File: src/rtl/core/oass_pkg.sv
// Shared types and constants for the output activation scale/shift block.
// Used by oass_exp, oass_sqrt, oass_div and the top level; depends on nothing.
package oass_pkg;

   localparam int CHANNELS     = 8;
   localparam int HORNER_STEPS = 8;
   localparam int SQRT_BITS    = 16;
   localparam int QUOT_BITS    = 14;

   // Pipeline depths of the arithmetic units.
   localparam int EXP_LAT  = 2 + 3 * HORNER_STEPS + 1;
   localparam int SQRT_LAT = 1 + SQRT_BITS + 1;
   localparam int DIV_LAT  = QUOT_BITS;
   localparam int PIPE_LAT = EXP_LAT + DIV_LAT;
   localparam int SQRT_DLY = PIPE_LAT - SQRT_LAT;

   localparam logic [30:0] ONE_Q30   = 31'h4000_0000;
   localparam logic [30:0] LOG2E_Q30 = 31'd1549082005;
   localparam logic [29:0] LN2_Q30   = 30'd744261118;
   localparam logic [30:0] SQRT_BIAS = 31'h0100_0000;
   localparam logic [63:0] SCALE_RESET = 64'h1000_1000_1000_1000;

   // Horner divisors from 8 down to 1 and floor(2^32 / k) for each.
   localparam logic [3:0] DIVISOR [HORNER_STEPS] = '{
      4'd8, 4'd7, 4'd6, 4'd5, 4'd4, 4'd3, 4'd2, 4'd1};
   localparam logic [32:0] RECIP_Q32 [HORNER_STEPS] = '{
      33'd536870912, 33'd613566756, 33'd715827882, 33'd858993459,
      33'd1073741824, 33'd1431655765, 33'd2147483648, 33'd4294967296};

   typedef enum logic [2:0] {
      MODE_IDENTITY = 3'd0,
      MODE_ABS      = 3'd1,
      MODE_SOFTPLUS = 3'd2,
      MODE_TANH     = 3'd3,
      MODE_SIGMOID  = 3'd4
   } mode_type;

   typedef enum logic [2:0] {
      CSR_MODES    = 3'd0,
      CSR_SCALE_LO = 3'd1,
      CSR_SCALE_HI = 3'd2,
      CSR_SHIFT_LO = 3'd3,
      CSR_SHIFT_HI = 3'd4
   } csr_index_type;

   typedef struct packed {
      logic [29:0] u;
      logic [5:0]  n;
   } exp_ctx_type;

   typedef struct packed {
      logic signed [15:0] x;
      logic [2:0]         ch;
      mode_type           mode;
      logic signed [15:0] scale;
      logic signed [15:0] shift;
   } sideband_type;

endpackage

File: src/rtl/core/oass_sqrt.sv
// Pipelined rounded square root of 2^24 + ax*ax, one root bit per stage.
// Depends on oass_pkg.
module oass_sqrt import oass_pkg::*; (
   input  logic        clock,
   input  logic        en,
   input  logic [15:0] ax,
   output logic [15:0] root
);

   logic [30:0] s_ff;
   logic [30:0] rem_src [SQRT_BITS];
   logic [15:0] r_src   [SQRT_BITS];
   logic [30:0] rem_in  [SQRT_BITS];
   logic [15:0] r_in    [SQRT_BITS];
   logic [30:0] rem_ff  [SQRT_BITS];
   logic [15:0] r_ff    [SQRT_BITS];
   logic [15:0] root_ff;

   // The remainder s - r*r is kept; a trial bit is accepted when it fits.
   always_comb begin
      logic [31:0] test;
      rem_src[0] = s_ff;
      r_src[0]   = '0;
      for (int j = 1; j < SQRT_BITS; j++) begin
         rem_src[j] = rem_ff[j-1];
         r_src[j]   = r_ff[j-1];
      end
      for (int j = 0; j < SQRT_BITS; j++) begin
         test = (32'(r_src[j]) << (SQRT_BITS - j))
              + (32'd1 << (2 * (SQRT_BITS - 1 - j)));
         if (32'(rem_src[j]) >= test) begin
            rem_in[j] = 31'(32'(rem_src[j]) - test);
            r_in[j]   = r_src[j] | (16'd1 << (SQRT_BITS - 1 - j));
         end else begin
            rem_in[j] = rem_src[j];
            r_in[j]   = r_src[j];
         end
      end
   end

   always_ff @(posedge clock) begin
      if (en) begin
         s_ff <= SQRT_BIAS + 31'(ax) * 31'(ax);
         for (int j = 0; j < SQRT_BITS; j++) begin
            rem_ff[j] <= rem_in[j];
            r_ff[j]   <= r_in[j];
         end
         if (rem_ff[SQRT_BITS-1] > 31'(r_ff[SQRT_BITS-1])) begin
            root_ff <= r_ff[SQRT_BITS-1] + 16'd1;
         end else begin
            root_ff <= r_ff[SQRT_BITS-1];
         end
      end
   end

   assign root = root_ff;

endmodule

File: config.mk
export PLATFORM = sky130hd
export DESIGN_NAME = oass_sqrt
export DESIGN_NICKNAME = d
export VERILOG_FILES = /design/src/rtl/core/oass_pkg.sv /design/src/rtl/core/oass_sqrt.sv
export SDC_FILE = /design/constraint.sdc
export NUM_CORES = 1
export LEC_CHECK = 0
export ABC_CLOCK_PERIOD_IN_PS = 7750
export BUFFER_PORTS_ARGS = -buffer_cell sky130_fd_sc_hd__buf_2
export CAP_MARGIN = 40
export CORE_ASPECT_RATIO = 1.25
export CORE_MARGIN = 8
export CORE_UTILIZATION = 55
export DETAILED_ROUTE_END_ITERATION = 8
export GPL_TIMING_DRIVEN = 0
export HOLD_SLACK_MARGIN = 0.12
export PLACE_DENSITY_LB_ADDON = 0.3
export SKIP_LAST_GASP = 1
export SLEW_MARGIN = 30
export SYNTH_ARGS = -nofsm -noshare
export SYNTH_HDL_FRONTEND = slang
export SYNTH_SLANG_ARGS = --single-unit
File: constraint.sdc
create_clock -name clock -period 7.75 [get_ports clock]
set_input_delay 0.3875 -clock clock [delete_from_list [all_inputs] [get_ports clock]]
set_output_delay 0.3875 -clock clock [all_outputs]
set_load 0.02 [all_outputs]
==> flow_metrics.py <==
metrics = {
    "run_status": {
        "status": "complete, no violations",
    },
    "cells_and_area": {
        "finish.instance_area_sq_um": 42200,
        "drive_gt1_share_pct": 5.827,
        "n_antenna_cell": 0,
        "multi_input_area_sq_um": 16640,
        "fill_cells": 5370,
        "areaGrowthSynthToFinish_pct": 9.748,
        "fin_nets": 3792,
        "final_util_pct": 60.88,
        "seq_area_sq_um": 19910,
    },
    "worst_setup_path": {
        "crit_path_end": "s_ff[29]",
        "r2r-start": "rem_ff[1][21]",
        "regToRegSetupSlack_ns": 3.81,
        "startpoint": "ax[1]",
        "end_kind": "register",
        "worstReg2RegEnd": "rem_ff[1][59]",
        "worstRegToRegCells": 10,
        "crit_arrival_ns": 7.46,
        "critPathLaunchType": "input pin",
        "cp.required_ns": 8.06,
        "crit_type": "in2reg",
        "crit_fanout": 10,
    },
    "sta": {
        "period_share_pct": 92.24,
        "min_period_ns": 7.148,
        "slew_headroom_pct": 47.03,
        "drv_slew": 0,
        "setup_tns_ns": 0,
        "fmaxAchievable_mhz": 139.9,
        "finalHoldViolCount": 0,
        "tightestPinTransition_ns": 0.7885,
        "fin_skew_ns": 0.03425,
        "grt_setup_unrepaired": "false",
        "setup_viol": 0,
        "whs_ns": 0.1725,
    },
    "power_and_ir_drop": {
        "power_density_nw_per_um2": 355.8,
        "vdd_drop_max_v": 0.0007380,
        "p_leak_nw": 17.47,
    },
    "routing": {
        "vias": 24320,
        "firstDrtPassIters": 5,
        "remaining_drc_errors": 0,
        "drtIter0Drc": 1365,
        "antenna_left": 0,
        "avgViaCountPerCell": 5.636,
        "routed_wl_um": 82680,
        "wire_per_inst_um": 19.16,
    },
    "placed_design": {
        "portBuffers": 32,
        "post_dp_cell_area_sq_um": 40030,
        "place.gp.congestion": 0.9418,
        "hpwlAfterDp_um": 63940,
    },
    "synth": {
        "postSynthAreaPerCell_sq_um": 11.95,
        "synth_top_area_cell": "edfxtp_1",
        "yosys_most_used_dff": "edfxtp_1",
        "synth_cells": 3217,
        "async_reset_ff_share_pct": 0,
        "seq_area_frac_synth_pct": 51.77,
        "synth_most_common_cell": "edfxtp_1",
        "synth_top_cell_area_share_pct": 51.77,
        "yosys_warnings": 0,
        "synth_nets": 3679,
        "ys_types": 74,
        "syn-cell-area_sq_um": 38460,
        "synth-seq-cells": 663,
        "synth_area_leaders": "edfxtp_1, ha_1, fa_1",
        "synth_edf_count": 663,
        "synth_common_cells": "edfxtp_1, inv_1, ha_1, nand2_1, fa_1",
    },
    "die": {
        "ios": 34,
        "rows": 108,
        "die-area_sq_um": 78690,
        "initial_core_util_pct": 55.47,
        "die_h_um": 311.6,
        "core-area_sq_um": 69320,
        "die_x_um": 252.5,
    },
    "clock_tree": {
        "clock_path_buffers": 3,
        "htreeDepth": 3,
        "tritoncts": "done",
        "cts_hold_buf": 0,
        "cts_root_buffer": "clkbuf_16",
        "post_cts_buffers": 0,
        "numCtsBuffers": 68,
        "cts.repair.resized": 0,
        "clkTransAtPathRegs_ns": 0.06,
        "worstSkewPairLatency_ns": 0.61,
        "cts_sinks": 663,
    },
    "global_route": {
        "antenna_found_initial": 1,
        "grt_max_degree": 101,
        "overflow": 0,
        "grt_first_pass_wirelength_um": 131500,
        "track_usage_pct": 21.10,
        "grt_pass1_vias": 26210,
    },
    "worst_hold_path": {
        "worstHoldStart": "en",
        "hold_path.class": "in2reg",
    },
    "run": {
        "drv_cap": 0,
    },
}
==> worst max-delay path, cell delays in order <==
cell and delay (ns):
clkbuf_1 0.43, clkbuf_1 0.49, nand2_1 0.22, fa_1 0.61
fa_1 0.44, fa_1 0.51, inv_1 0.05, fa_1 0.48
fa_1 0.57, inv_1 0.07, fa_1 0.54, inv_1 0.05
ha_1 0.36, a21o_1 0.18, a21oi_1 0.17, o21ai_0 0.13
o31a_1 0.30, or3_1 0.32, o21ai_0 0.23, o311ai_0 0.34
a221oi_1 0.42, xnor2_1 0.16
==> stage by stage <==
step	cells	total power [mW]	setup slack, ns
after floorplan	3217	10.03	1.192
after global placement	4184	11.81	-3.268
after detailed placement	4194	11.86	-0.006537
after CTS	4315	15.12	0.5902
after global routing	4316	16.06	0.2899
final	4316	15.02	0.6016
==> power breakdown <==
| group | internal, mW | switching, mW |
|---|---|---|
| clock | 1.77 | 1.39 |
| combinational | 2.66 | 3.68 |
| sequential | 5.04 | 0.463 |
| total | 9.48 | 5.54 |
==> flip-flops by register name, summed over array words and instances (netlist names) <==
name / count
s_ff: 30
r_ff: 136
rem_ff: 481
root: 16
==> cell families after synthesis <==
family	share of synthesized area, %
AND/OR/NAND/NOR	11.05
flip-flops	51.77
XOR/XNOR	5.512
buffers and inverters	5.043
AO/OA/AOI/OAI	8.238
other	0.009751
adder cells (fa/ha/maj)	17.65
multiplexers	0.7256
==> cell type report <==
type / count / share of cell area [%]
plain buffers: 53 / 0.5277
clock buffers: 79 / 4.130
clock inverters: 42 / 0.9635
inverters: 457 / 4.067
multi-input cells: 2044 / 39.43
flip-flops and latches: 663 / 47.17
well taps: 935 / 2.772
repair buffers: 43 / 0.9398
==> worst min-delay path by stage <==
stage / endpoint / slack, ns / cells after the start
after global routing: s_ff[0] / 0.15 / 1
after floorplan: rem_ff[0][0] / 0.40 / 0
after detailed placement: rem_ff[0][14] / 0.41 / 0
final: s_ff[13] / 0.17 / 1
after global placement: rem_ff[0][8] / 0.41 / 0
after CTS: s_ff[13] / 0.14 / 1
==> layer usage <==
metal	vias to the layer above	share of wire, %	routed length (um)	track usage [%]
met3	270	3.0	2481	2.465
met5	-	0	0	0
met1	11930	32	26710	18.96
li1	11540	-	-	-
met4	0	7.1	5903	13.95
met2	584	58	47590	42.68
==> layout by cell type (no fill, tap or decap), types with 8 or more instances in the layout <==
cell       synthesis  final
a211oi_1          13     13
clkbuf_16          0     68
nand3_1           34     34
nand2_1          225    225
and3_1            11     11
fa_1             164    164
inv_1            456    456
nor3_1            65     65
o31ai_1           20     20
a21o_1            64     64
o21ai_0          136    136
ha_1             280    280
buf_2              1     32
nand4_1           35     35
xnor2_1          150    150
or3_1             26     26
nand2b_1          32     32
or4_1             13     13
nor4_1            57     56
nor4b_1           17     16
edfxtp_1         663    663
o21a_1            37     37
xor2_1            92     92
clkbuf_1          47     58
clkinv_1           0     20
or2_2             14     14
a31oi_1           15     15
a21boi_0          14     14
a21oi_1          148    148
nor2b_1           35     35
nor2_1           155    155
o21bai_1           8      8
nand3b_1           8      8
mux2_2            23     23
and2_1            64     64
clkinv_2           1     10
(Power assumes the default switching activity.)
