==> config.mk <==
export PLATFORM = sky130hd
export DESIGN_NAME = oass_div
export DESIGN_NICKNAME = d
export VERILOG_FILES = /design/src/rtl/core/oass_pkg.sv /design/src/rtl/core/oass_div.sv
export SDC_FILE = /design/constraint.sdc
export NUM_CORES = 2
export LEC_CHECK = 0
export BUFFER_PORTS_ARGS = -buffer_cell sky130_fd_sc_hd__buf_2
export CAP_MARGIN = 20
export CORE_MARGIN = 2
export CORE_UTILIZATION = 60
export CTS_BUF_LIST = sky130_fd_sc_hd__clkbuf_2 sky130_fd_sc_hd__clkbuf_4 sky130_fd_sc_hd__clkbuf_8
export CTS_CLUSTER_DIAMETER = 200
export DETAILED_ROUTE_END_ITERATION = 16
export PLACE_DENSITY = 0.76
export SLEW_MARGIN = 5
export SYNTH_ARGS = -nofsm -noshare
export SYNTH_HDL_FRONTEND = slang
export SYNTH_SLANG_ARGS = --single-unit
export TNS_END_PERCENT = 5
==> constraint.sdc <==
create_clock -name clock -period 7.55 [get_ports clock]
set_clock_uncertainty 0.15 [all_clocks]
set_input_delay 0.755 -clock clock [delete_from_list [all_inputs] [get_ports clock]]
set_output_delay 0.755 -clock clock [all_outputs]
set_load 0.01 [all_outputs]
==> src/rtl/core/oass_pkg.sv <==
// Shared types and constants for the output activation scale/shift block.
// Used by oass_exp, oass_sqrt, oass_div and the top level; depends on nothing.
package oass_pkg;

   localparam int CHANNELS     = 8;
   localparam int HORNER_STEPS = 8;
   localparam int SQRT_BITS    = 16;
   localparam int QUOT_BITS    = 14;

   // Pipeline depths of the arithmetic units.
   localparam int EXP_LAT  = 2 + 3 * HORNER_STEPS + 1;
   localparam int SQRT_LAT = 1 + SQRT_BITS + 1;
   localparam int DIV_LAT  = QUOT_BITS;
   localparam int PIPE_LAT = EXP_LAT + DIV_LAT;
   localparam int SQRT_DLY = PIPE_LAT - SQRT_LAT;

   localparam logic [30:0] ONE_Q30   = 31'h4000_0000;
   localparam logic [30:0] LOG2E_Q30 = 31'd1549082005;
   localparam logic [29:0] LN2_Q30   = 30'd744261118;
   localparam logic [30:0] SQRT_BIAS = 31'h0100_0000;
   localparam logic [63:0] SCALE_RESET = 64'h1000_1000_1000_1000;

   // Horner divisors from 8 down to 1 and floor(2^32 / k) for each.
   localparam logic [3:0] DIVISOR [HORNER_STEPS] = '{
      4'd8, 4'd7, 4'd6, 4'd5, 4'd4, 4'd3, 4'd2, 4'd1};
   localparam logic [32:0] RECIP_Q32 [HORNER_STEPS] = '{
      33'd536870912, 33'd613566756, 33'd715827882, 33'd858993459,
      33'd1073741824, 33'd1431655765, 33'd2147483648, 33'd4294967296};

   typedef enum logic [2:0] {
      MODE_IDENTITY = 3'd0,
      MODE_ABS      = 3'd1,
      MODE_SOFTPLUS = 3'd2,
      MODE_TANH     = 3'd3,
      MODE_SIGMOID  = 3'd4
   } mode_type;

   typedef enum logic [2:0] {
      CSR_MODES    = 3'd0,
      CSR_SCALE_LO = 3'd1,
      CSR_SCALE_HI = 3'd2,
      CSR_SHIFT_LO = 3'd3,
      CSR_SHIFT_HI = 3'd4
   } csr_index_type;

   typedef struct packed {
      logic [29:0] u;
      logic [5:0]  n;
   } exp_ctx_type;

   typedef struct packed {
      logic signed [15:0] x;
      logic [2:0]         ch;
      mode_type           mode;
      logic signed [15:0] scale;
      logic signed [15:0] shift;
   } sideband_type;

endpackage

==> src/rtl/core/oass_div.sv <==
// Pipelined restoring divider, one quotient bit per stage (quotient < 2^14).
// Depends on oass_pkg.
module oass_div import oass_pkg::*; (
   input  logic        clock,
   input  logic        en,
   input  logic [43:0] num,
   input  logic [31:0] den,
   output logic [13:0] quot
);

   logic [43:0] rem_src [QUOT_BITS];
   logic [31:0] den_src [QUOT_BITS];
   logic [13:0] q_src   [QUOT_BITS];
   logic [43:0] rem_in  [QUOT_BITS];
   logic [13:0] q_in    [QUOT_BITS];
   logic [43:0] rem_ff  [QUOT_BITS];
   logic [31:0] den_ff  [QUOT_BITS];
   logic [13:0] q_ff    [QUOT_BITS];

   always_comb begin
      logic [45:0] trial;
      rem_src[0] = num;
      den_src[0] = den;
      q_src[0]   = '0;
      for (int j = 1; j < QUOT_BITS; j++) begin
         rem_src[j] = rem_ff[j-1];
         den_src[j] = den_ff[j-1];
         q_src[j]   = q_ff[j-1];
      end
      for (int j = 0; j < QUOT_BITS; j++) begin
         trial = 46'(den_src[j]) << (QUOT_BITS - 1 - j);
         if (46'(rem_src[j]) >= trial) begin
            rem_in[j] = 44'(46'(rem_src[j]) - trial);
            q_in[j]   = q_src[j] | (14'd1 << (QUOT_BITS - 1 - j));
         end else begin
            rem_in[j] = rem_src[j];
            q_in[j]   = q_src[j];
         end
      end
   end

   always_ff @(posedge clock) begin
      if (en) begin
         for (int j = 0; j < QUOT_BITS; j++) begin
            rem_ff[j] <= rem_in[j];
            den_ff[j] <= den_src[j];
            q_ff[j]   <= q_in[j];
         end
      end
   end

   assign quot = q_ff[QUOT_BITS-1];

endmodule

==> impl.org <==
** Worst setup path
- Worst reg-to-reg path cell count :: 13
- The most critical setup path has its startpoint at den[0].
- Critical path peak fanout :: 19
- Required time worst endpoint :: around 8.0 ns
- The slowest stage of the critical path belongs to the cell dlygate4sd3_1.
- For flop-to-flop paths, the worst setup slack is between 2 and 3 ns.
- The startpoint identified for the worst register-to-register timing path is rem_ff[0][98].
- The signal on the critical path passes through dlygate4sd3_1 > buf_2 > ha_1 > inv_1 > fa_1 > a211oi_1 > o21ai_0 > a32o_1 > and2_1 > a31o_4 > nand2_4 > a311oi_4 > a21oi_2 > a2bb2oi_4 > buf_4 > mux2_2.
- Crit path arrival time :: 5.35 ns
- Startpoint kind of the worst setup timing path :: input port
- In this run the worst setup path terminates at rem_ff[0][43].
- Reg2Reg Capture Point :: rem_ff[0][143]
- CP endpoint kind :: flip-flop
- CP Class :: input port to flip-flop
- The largest single stage delay on the critical path is about 0.53 ns.

** GRT
- First-pass GRT wire length :: about 220,000 um
- For met3 alone, demand over resource in global routing was 3.823%.
- In this run the most used layer during global routing was met2.
- After global routing the overflow that remains totals 0.
- Combined global-route utilization of all metal layers :: between 20% and 30%
- GR met2 Demand/Resource :: between 40% and 50%
- Met1 demand-to-capacity share in global routing :: about 24%
- Vias in the first global route :: approximately 45,000
- Initial antenna violation count :: 2
- Entering global routing, the biggest net connects between 150 and 200 pins.

** CTS
- The H-tree was split into 4 levels.
- Post-CTS timing repair inserted 0 buffers for setup.
- Number of buffers added by the clock tree synthesis step :: ~180
- The clock drives approximately 1,100 sinks.
- At the later pin of the worst-skew pair, clock insertion delay measures between 0.8 and 0.9 ns.
- The longest clock path from root to sink contains 3 buffers.
- Buffer type at the clock tree root :: clkbuf_8
- Buffers inserted to repair hold after CTS numbered 67.
- TritonCTS built the clock tree.
- # resized after CTS :: 0
- After clock tree synthesis, the clock-pin slew on the worst setup and hold paths is approximately 0.060 ns.

** Floorplanning
- Die Height :: roughly 330 um
- Number of primary I/O pins :: between 90 and 100
- The floorplan step defined a core boundary enclosing 0.1050 mm2.
- Site Rows :: 119
- Initial core utilization :: between 60 and 70%
- The die is 328.8 um wide.
- The die covers about 0.11 mm2.

** Drt
- After the first detailed-routing iteration, the DRC count stood at 2,275.
- The pre-antenna-repair detailed-routing pass consisted of 6 iterations.
- Number of nets with antenna violations after routing :: 0
- Number of remaining DRC errors :: 0
- Wires add up to 134,300 um.
- After detailed routing, the average wire length per cell comes to approximately 18 um.
- Total vias in the final route :: 43,680
- In the routed layout, each cell is associated on average with a via count of roughly 5.8.

** Synth
- After synthesis, the share of flip-flops with an asynchronous set or reset is 0%.
- In the synthesized netlist the dominant register cell turns out to be edfxtp_1.
- During synthesis, Yosys emitted a total of 0 warnings.
- Synth cell count leaders :: 1,093 x edfxtp_1, 580 x a21oi_1, 569 x inv_1
- Post-synthesis cell type count :: between 100 and 150
- Sequential cell area fraction in the yosys report :: between 50% and 60%
- The synthesized design contains 1,093 enable-type register cells.
- Most repeated cell in the gate-level netlist after synthesis :: edfxtp_1
- Mean instance size in the synthesized netlist :: ~11 um2
- Cell type with the highest aggregate area in the netlist :: edfxtp_1
- Number of flip-flops and latches in the synthesized netlist :: 1,093
- The mapped netlist covers approximately 0.063 mm2.
- By area, the combinational part of the netlist is dominated by compound AO/OA/AOI/OAI gates.
- Fraction of the mapped netlist area in compound gates :: 15.60%
- When the netlist entered floorplanning its net count stood at around 6,400.
- Of the total synthesized cell area, the portion taken by AND, OR, NAND and NOR gates is a little over a tenth.
- Synth Instances :: approximately 5,800
- Summing the areas of all xor and xnor instances in the mapped netlist gives 5.826% of the synthesized area.
- Adder-cell share of the synthesized area :: between 9 and 10%
- Post-synth top area share :: about half
- Share of cell area taken by muxes after synthesis :: slightly above 2%
- Leading post-synthesis cells by cell area :: edfxtp_1 52%, ha_1 8.8%, a21oi_1 4.6%

** Pwr
- Of the total power, the share spent switching nets is a little under two fifths.
- For this design the ratio of total power to cell area is ~370 mW/mm2.
- Internal Power :: between 0.015 and 0.02 W
- In this run, flip-flops and latches consume 37.5% of the power.
- Summed over all nets, the switching power comes to about 0.0094 W.
- Max rail drop VDD :: around 210 uV
- Summed over all cells, the static leakage comes to approximately 28 nW.
- Design Power :: 0.02545 W
- The share of total power dissipated in combinational logic is a little over two fifths.
- Share of power burned in the clock network :: 19.3%

** Finish
- Cell area after layout :: around 0.069 mm2
- Fraction of final layout cells sized beyond drive strength 1 :: under 10%
- After the last flow step, the layout net total stands at ~6,600.
- Relative to the synthesized area, the layout overhead comes to 9.238%.

** Min path
- Hold path startpoint :: num[37]
- HP Class :: input port to flip-flop

** Timing
- Minimum clock period after layout :: roughly 4.9 ns
- Based on the critical path, the design can be clocked at up to 0.2033 GHz.
- Setup tns final :: 0 ns
- Setup repair after global routing left no endpoint under its margin.
- The max-slew violation count came to 0.
- For the pin with the worst max-slew slack, the measured transition is ~1.2 ns.
- Setup violations remaining at the end of the flow were counted as 0.
- In the post-route analysis, the smallest setup slack over all paths is about 2.6 ns.
- Headroom to the max-slew limit :: roughly 20%
- Final period utilization :: between 60 and 70%
- The number of hold violations in the final report is 0.

** Status
- The flow ran to the end, and the final reports show no timing, DRC or antenna violations.

** Placement
- At the end of routability-driven placement, the weighted congestion stood at between 0.9 and 1.
- Once placement finished, the instance area stood at around 0.065 mm2.
- Number of port buffers :: between 90 and 100
- Prior to clock tree synthesis, the placed netlist has a worst setup slack of between 2 and 2.5 ns.
- Detailed placement ended at an HPWL of 102,000 um.

** Run
- The tool flagged a number of max-cap violations equal to 0.
==> power by group through the flow <==
stage	sequential, W	clock, W	combinational, W
after detailed placement	0.00963	0	0.0108
after global routing	0.00969	0.00531	0.0122
final	0.00954	0.00490	0.0110
after CTS	0.00952	0.00505	0.0109
after global placement	0.00960	0	0.0106
after floorplan	0.00936	0	0.00845
==> flip-flops by register name, summed over array words and instances, names as in the netlist <==
name and count:
rem_ff 572, q_ff 105, den_ff 416
==> metrics by stage <==
stage	utilization [%]	hold WS, ns	instances
after floorplan	-	0.2503	5838
after global placement	61.95	0.2502	7174
after detailed placement	61.96	0.2545	7176
after CTS	65.86	0.001060	7568
after global routing	65.87	0.02626	7571
final	65.87	0.1058	7571
==> worst min path at each step <==
stage | end | slack (ns) | depth (start not counted)
5_1_grt | rem_ff[0][42] | 0.03 | 2
3_3_place_gp | q_ff[0][69] | 0.25 | 0
4_1_cts | rem_ff[0][13] | 0.001 | 3
6_report | rem_ff[0][37] | 0.11 | 2
3_5_place_dp | q_ff[0][108] | 0.25 | 0
2_1_floorplan | q_ff[0][105] | 0.25 | 0
==> logic make-up after synthesis <==
family,count (synthesis)
multiplexers,107
buffers and inverters,747
adder cells (fa/ha/maj),460
flip-flops,1093
XOR/XNOR,421
AND/OR/NAND/NOR,1433
AO/OA/AOI/OAI,1577
==> cell type report <==
class | count | area (um2)
Antenna cell | 3 | 7.507
Clock buffer | 234 | 2914
Clock inverter | 91 | 504.2
Fill cell | 8033 | 35830
Inverter | 569 | 2136
Multi-Input combinational cell | 3998 | 27580
Sequential cell | 1093 | 32820
Tap cell | 1391 | 1740
Timing Repair Buffer | 192 | 1439
==> layout by cell type, fill, tap and decap left out, types with 185 or more instances in the layout <==
master	synthesis	final
ha_1	447	447
edfxtp_1	1093	1093
nand2_1	398	397
xnor2_1	229	229
inv_1	569	569
o21ai_0	335	335
xor2_1	192	192
a21o_1	200	200
a21oi_1	580	580
nor2_1	432	431
clkbuf_8	0	185
==> critical path, delay by kind of cell <==
family          cells  cell delay (ns)
compound gates      7             2.13
fa+ha+maj           2             0.59
buf+inv             4             1.17
mux                 1             0.38
simple gates        2             0.29
==> per-layer routing <==
| layer | vias to the layer above | wire, um |
|---|---|---|
| met4 | 0 | 9655 |
| met5 | - | 0 |
| met3 | 440 | 4869 |
| li1 | 21820 | - |
| met2 | 1151 | 71210 |
| met1 | 20270 | 48580 |
No activity file was read; power rests on OpenSTA's default activity.
